==> src/hw/rtl/fste_pkg.sv <==
// Shared types, constants and codes for the flat shaded triangle expander.
// No dependencies; used by fste_ctrl, fste_dp, the top level and the checker.
package fste_pkg;

	// Default vertex store depth.
	localparam int unsigned VERTEX_DEPTH_DEF = 1024;

	// Field widths fixed by the stream format.
	localparam int unsigned POS_W  = 24;
	localparam int unsigned IDX_W  = 16;
	localparam int unsigned NRM_W  = 16;
	localparam int unsigned DATA_W = 120;

	// Datapath internal widths.
	localparam int unsigned DIF_W = 25;   // edge difference
	localparam int unsigned MOP_W = 31;   // multiplier operand
	localparam int unsigned PRD_W = 62;   // multiplier product
	localparam int unsigned CR_W  = 51;   // cross product component, signed
	localparam int unsigned MAG_W = 50;   // cross product magnitude
	localparam int unsigned SQ_W  = 62;   // sum of squares, root work registers
	localparam int unsigned LEN_W = 32;   // vector length
	localparam int unsigned QUO_W = 17;   // quotient bits per lane
	localparam int unsigned NUM_W = 46;   // dividend width

	// Iteration counts.
	localparam int unsigned SQRT_STEPS = 31;
	localparam int unsigned CROSS_STEPS = 6;
	localparam int unsigned SQ_STEPS = 3;
	localparam int unsigned CORNERS = 3;

	// Input command codes (tuser).
	localparam logic CMD_STORE = 1'b0;
	localparam logic CMD_FACE  = 1'b1;

	// Result status codes.
	localparam logic [1:0] ST_OK    = 2'd0;
	localparam logic [1:0] ST_RANGE = 2'd1;
	localparam logic [1:0] ST_DEGEN = 2'd2;

	// Datapath operations.
	typedef enum logic [3:0] {
		OP_NONE,
		OP_STORE,
		OP_LOAD,
		OP_READ,
		OP_DIFF,
		OP_CROSS,
		OP_MAG,
		OP_NORM,
		OP_SQUARE,
		OP_SQINIT,
		OP_SQRT,
		OP_DIVINIT,
		OP_DIV,
		OP_FIN,
		OP_EMIT
	} op_t;

	// Command from controller to datapath.
	typedef struct packed {
		op_t        op;
		logic [2:0] sel;
	} dp_cmd_t;

	// Status from datapath to controller.
	typedef struct packed {
		logic all_ok;
		logic zero;
		logic norm_done;
		logic out_free;
	} dp_stat_t;

endpackage

==> src/hw/rtl/fste_ctrl.sv <==
// Sequencing state machine of the triangle expander.
// Depends on fste_pkg; drives fste_dp through dp_cmd_t and reads dp_stat_t.
module fste_ctrl (
	input  logic              clk,
	input  logic              arst_n,
	input  logic              in_valid,
	input  logic              in_cmd,
	output logic              in_ready,
	input  fste_pkg::dp_stat_t stat,
	output fste_pkg::dp_cmd_t  cmd
);

	typedef enum logic [4:0] {
		S_IDLE, S_RD0, S_RD1, S_RD2, S_RDW, S_DIFF, S_CROSS, S_CDRAIN, S_MAG,
		S_NORM, S_SQ, S_SQDRAIN, S_SQINIT, S_SQRT, S_DIVINIT, S_DIV, S_FIN, S_EMIT
	} state_t;

	state_t     state_q, state_d;
	logic [4:0] step_q, step_d;

	// Decode state into the datapath command and next state.
	always_comb begin
		state_d  = state_q;
		step_d   = step_q;
		cmd.op   = fste_pkg::OP_NONE;
		cmd.sel  = step_q[2:0];
		in_ready = 1'b0;
		case (state_q)
			S_IDLE: begin
				in_ready = 1'b1;
				if (in_valid) begin
					if (in_cmd == fste_pkg::CMD_STORE) begin
						cmd.op = fste_pkg::OP_STORE;
					end else begin
						cmd.op  = fste_pkg::OP_LOAD;
						state_d = S_RD0;
					end
				end
			end
			S_RD0: begin
				cmd.op = fste_pkg::OP_READ; cmd.sel = 3'd0; state_d = S_RD1;
			end
			S_RD1: begin
				cmd.op = fste_pkg::OP_READ; cmd.sel = 3'd1; state_d = S_RD2;
			end
			S_RD2: begin
				cmd.op = fste_pkg::OP_READ; cmd.sel = 3'd2; state_d = S_RDW;
			end
			S_RDW: begin
				step_d  = '0;
				state_d = stat.all_ok ? S_DIFF : S_EMIT;
			end
			S_DIFF: begin
				cmd.op = fste_pkg::OP_DIFF; step_d = '0; state_d = S_CROSS;
			end
			S_CROSS: begin
				cmd.op = fste_pkg::OP_CROSS;
				if (step_q == 5'(fste_pkg::CROSS_STEPS - 1)) begin
					step_d = '0; state_d = S_CDRAIN;
				end else begin
					step_d = step_q + 5'd1;
				end
			end
			S_CDRAIN: state_d = S_MAG;
			S_MAG: begin
				cmd.op  = fste_pkg::OP_MAG;
				step_d  = '0;
				state_d = stat.zero ? S_EMIT : S_NORM;
			end
			S_NORM: begin
				if (stat.norm_done) begin
					step_d = '0; state_d = S_SQ;
				end else begin
					cmd.op = fste_pkg::OP_NORM;
				end
			end
			S_SQ: begin
				cmd.op = fste_pkg::OP_SQUARE;
				if (step_q == 5'(fste_pkg::SQ_STEPS - 1)) begin
					step_d = '0; state_d = S_SQDRAIN;
				end else begin
					step_d = step_q + 5'd1;
				end
			end
			S_SQDRAIN: state_d = S_SQINIT;
			S_SQINIT: begin
				cmd.op = fste_pkg::OP_SQINIT; step_d = '0; state_d = S_SQRT;
			end
			S_SQRT: begin
				cmd.op = fste_pkg::OP_SQRT;
				if (step_q == 5'(fste_pkg::SQRT_STEPS - 1)) begin
					step_d = '0; state_d = S_DIVINIT;
				end else begin
					step_d = step_q + 5'd1;
				end
			end
			S_DIVINIT: begin
				cmd.op = fste_pkg::OP_DIVINIT; step_d = '0; state_d = S_DIV;
			end
			S_DIV: begin
				cmd.op = fste_pkg::OP_DIV;
				if (step_q == 5'(fste_pkg::QUO_W - 1)) begin
					step_d = '0; state_d = S_FIN;
				end else begin
					step_d = step_q + 5'd1;
				end
			end
			S_FIN: begin
				cmd.op = fste_pkg::OP_FIN; step_d = '0; state_d = S_EMIT;
			end
			S_EMIT: begin
				if (stat.out_free) begin
					cmd.op = fste_pkg::OP_EMIT;
					if (step_q == 5'(fste_pkg::CORNERS - 1)) begin
						step_d = '0; state_d = S_IDLE;
					end else begin
						step_d = step_q + 5'd1;
					end
				end
			end
			default: state_d = S_IDLE;
		endcase
	end

	// Hold state and step count.
	always_ff @(posedge clk or negedge arst_n) begin
		if (!arst_n) begin
			state_q <= S_IDLE;
			step_q  <= '0;
		end else begin
			state_q <= state_d;
			step_q  <= step_d;
		end
	end

endmodule

==> config.mk <==
export PLATFORM = sky130hd
export DESIGN_NAME = fste_ctrl
export DESIGN_NICKNAME = d
export VERILOG_FILES = /design/src/hw/rtl/fste_pkg.sv /design/src/hw/rtl/fste_ctrl.sv
export SDC_FILE = /design/constraint.sdc
export NUM_CORES = 1
export LEC_CHECK = 0
export BUFFER_PORTS_ARGS = -buffer_cell sky130_fd_sc_hd__buf_2
export CAP_MARGIN = 20
export CORE_MARGIN = 2
export CORE_UTILIZATION = 61
export DETAILED_ROUTE_END_ITERATION = 10
export GPL_ROUTABILITY_DRIVEN = 0
export PLACE_DENSITY = 0.84
export SYNTH_ARGS = -nofsm -noshare
export SYNTH_HDL_FRONTEND = slang
export SYNTH_SLANG_ARGS = --single-unit
==> constraint.sdc <==
create_clock -name clk -period 3.5 [get_ports clk]
set_input_delay 0.7 -clock clk [delete_from_list [all_inputs] [get_ports clk]]
set_output_delay 0.7 -clock clk [all_outputs]
set_load 0.02 [all_outputs]
# Yosys cells after proc, flatten, opt, wreduce, memory -nomap -nowiden
# Cells that the tools add are included.
# totals
register_bits	10
in_bits	8
out_inout_bits	8
wordCells	65
# op_classes
addsub	1
n_eq_ne	30
mux	26
reduce_logical	6
# op_table
cell	count
5-bit one-hot mux with 18 select lines	1
5-bit two-way mux	17
4-bit one-hot mux with 13 select lines	1
5-bit by 4-bit == test with 1-bit output, second input constant	8
5-bit one-hot mux with 7 select lines	1
5-bit by 3-bit == test with 1-bit output, second input constant	5
5-bit == test, second input constant	4
2-bit inequality test, second input constant	9
5-bit by 2-bit == test with 1-bit output, second input constant	3
3-bit one-hot mux with 3 select lines	1
9-bit AND reduction	1
4-bit two-way mux	2
7-bit nonzero test	1
6-bit OR reduction	1
5-bit by 1-bit adder with 5-bit output, second input constant	1
5-bit by 1-bit == test with 1-bit output, second input constant	1
5-bit zero test	1
3-bit two-way mux	1
3-bit AND reduction	1
3-bit OR reduction	1
2-bit two-way mux	1
1-bit two-way mux	1

# Depth between registers and ports, before layout
# depth
word_depth	4
mapped_depth	8
mapped_depth_nobuf	7

# Least setup slack after synthesis
# OpenSTA, ideal clock, no wires.
# synth_path
path_kind	register to output
start	reg state_q[0]
end	out cmd[5] (netlist name)
arrival_ns	1.660
required_time_ns	2.800
setup_slack_ns	1.140
path_stages_with_launch	6
n_path_buf	2
path_cell_list	dfrtp_1 buf_6 clkbuf_1 inv_1 o32a_1 o21ai_0
# synth_rtl
item	line_no	rtl
from (decl)	fste_ctrl.sv:18	state_t state_q, state_d;
from (signal assigned)	fste_ctrl.sv:131	state_q <= state_d;
to (decl)	fste_ctrl.sv:10	output fste_pkg::dp_cmd_t cmd

==> metrics.csv <==
metric,value,unit
# diodes,0,
layout cells sized above 1,0.2372,
post-synthesis mux area share,0.008377,
cell family with most CP delay,simple AND/OR/NAND/NOR gates,
Final Hold Viols,0,
R2R depth,6,
unrepaired setup endpoints after global routing,no,
HPWL reported at the end of detailed placement,2.101,mm
Routed Wire Length,2.940,mm
Wirelength per Cell,16.07,um
die area,2329,um2
Filler Cell Count,163,
global-route wire length before repair,4.498,mm
"count leader, synth",o21ai_0,
Worst slew margin,0.5332,
CTS Buffer Depth,2,
register bit total from synthesis,10,
Fin Setup TNS,0,ns
residual DRC count,0,
adder and majority gate portion of the synthesized area,0.04188,
vias in the first global route,915,
final setup skew,0.007561,ns
starting density of the core,0.6283,
VDD IR max,0.5932,mV
static leakage,0.4874,nW
Vias per Instance,6.787,
FMAX,346.0,MHz
Placement Rows,16,
Final #Nets,170,
Setup Buffers After CTS,0,
Post-synth ARST share,1.000,
clock share of power,0.065,
WP buf/inv,1,
switching part of the total,0.5676,
final worst path period share,0.8257,
grt total ovfl,0,
PD cells,1049,nW/um2
root buf cell,clkbuf_4,
FF-to-FF setup slack,1.31,ns
Synth Area in XOR/XNOR,0.007330,
Sinks on Clock Net,10,
critical path arrival,2.19,ns
Area Growth Syn to Fin,2.723,%
Most used DFF post-synth,dfrtp_1,
Setup crit end kind,output pin,
CP max FO,23,
status,"complete, no violations",
Max Cap Viol,0,
"Clk Latency, worst-skew pair",0.28,ns
antenna-violating nets left,0,
Hold Crit Class,in2async,
# resized after CTS,0,
Comb pwr share,0.674,
cell-internal power,0.0005570,W
GR Util All Layers,0.2815,
Num CTS Buffers,3,
initial drt markers,77,
Setup crit start kind,register,
largest net degree at the start of global routing,24,
cts hold-fix bufs,0,
chip width,48.26,um
via count,1242,
Slew Limit Fails,0,
Psw,0.0007312,W
CP max stage delay,0.64,ns
number of distinct library cells after synthesis,51,
synth top area cells,"dfrtp_1 21%, buf_6 7.5%, o21ai_0 6.3%",
Mapped Area,1195,um2
die height,48.26,um
worst r2r src,state_q[4],
share of the synthesized area in the top cell type,0.2094,
Final Power,0.001288,W
Core Area,1902,um2
CP Class,reg2out,
min cycle time layout,2.890,ns
FF-to-FF End,state_q[1],
Final setup violation count,0,
Post-Synth Simple-Gate Area,0.2555,
post-synth top area cell,dfrtp_1,
Avg Inst Size Synth,8.019,um2
Seq pwr share,0.261,
Crit path required time,2.80,ns
antenna violations before repair,0,
crit-path cells,or3_1 > nor3_2 > nand2_1 > o22ai_1 > a31o_2 > buf_2,
"CTS clk-pin slew, worst paths",0.07,ns
Critical-path top delay cell,dfrtp_1,
Worst-Margin Slew,0.7003,ns
number of I/O port buffers,15,
sequential share of the synthesized area,0.2094,
largest family of logic cells by synthesized area,compound AO/OA/AOI/OAI gates,
CTS tree,done,
DRT Pass-1 Iters,5,
Ports,16,
Post-synth EDFFs,0,
syn_nets,161,
post-synthesis compound-gate area fraction,0.3602,
Yosys Warn Count,0,
H-tree levels,1,
Post-synth top cells,"15 x o21ai_0, 14 x nand2_1, 11 x a21oi_1, 10 x dfrtp_1, 9 x inv_1",
Post-Synthesis Cells,149,
==> routing by layer <==
metal	global-route usage	share of wire	up-vias
met5	0	0	-
met4	0.08649	0.016	0
met3	0.04815	0.097	5
met2	0.3974	0.45	79
met1	0.4312	0.44	577
li1	-	-	581
==> through the flow <==
| stage | instance area, um2 | utilization | hold slack, ns | setup slack, ns | instances |
|---|---|---|---|---|---|
| after floorplan | 1195 | - | 0.4044 | 1.140 | 149 |
| final | 1227 | 0.6454 | 0.2766 | 0.6102 | 183 |
| after global routing | 1227 | 0.6454 | 0.2817 | 0.5129 | 183 |
| after detailed placement | 1205 | 0.6336 | 0.5846 | 0.9794 | 180 |
| after CTS | 1227 | 0.6454 | 0.2885 | 0.6631 | 183 |
| after global placement | 1205 | 0.6336 | 0.5692 | 1.040 | 180 |
==> kinds of logic (layout without fill, tap and decap cells) <==
group | Yosys count | after routing
fa+ha+maj | 4 | 4
compound gates | 60 | 60
mux | 1 | 1
flops | 10 | 10
xor+xnor | 1 | 1
simple gates | 52 | 52
buf+inv | 21 | 28
==> worst max path at each step <==
| stage | slack [ns] | end | cells after the start | startpoint |
|---|---|---|---|---|
| floorplan | 1.14 | cmd[5] | 5 | state_q[0] |
| global placement | 1.04 | cmd[3] | 6 | state_q[4] |
| detailed placement | 0.98 | cmd[3] | 6 | state_q[4] |
| CTS | 0.66 | cmd[3] | 6 | state_q[4] |
| global route | 0.51 | cmd[3] | 6 | state_q[4] |
| finish | 0.61 | cmd[3] | 6 | state_q[4] |
==> registers in the layout, summed over array words and instances (netlist names) <==
name,flops
step_q,5
state_q,5
==> power by group through the flow <==
stage,sequential (W),combinational (W),clock [W]
global placement,0.000325,0.000834,0
CTS,0.000327,0.000859,0.0000850
global route,0.000352,0.000956,0.0000910
detailed placement,0.000329,0.000853,0
floorplan,0.000207,0.000836,0
finish,0.000336,0.000868,0.0000837
==> cells in the final DEF, fill, tap and decap left out, types with 4 or more instances in the layout <==
master,Yosys,layout
a21oi_1,11,11
buf_2,1,15
dfrtp_1,10,10
ha_1,4,4
inv_1,9,9
nand2_1,14,14
nand3_1,5,5
nor2_1,8,8
o211ai_1,7,7
o21ai_0,15,15
==> cell type report <==
type,count,area (um2),area share
Inverter,9,33.78,0.02752
Tap cell,27,33.78,0.02752
Sequential cell,10,250.2,0.2039
Clock buffer,3,22.52,0.01835
Multi-Input combinational cell,118,804.5,0.6555
Timing Repair Buffer,16,82.58,0.06728
Note: power is estimated with default switching activity, not from simulation.
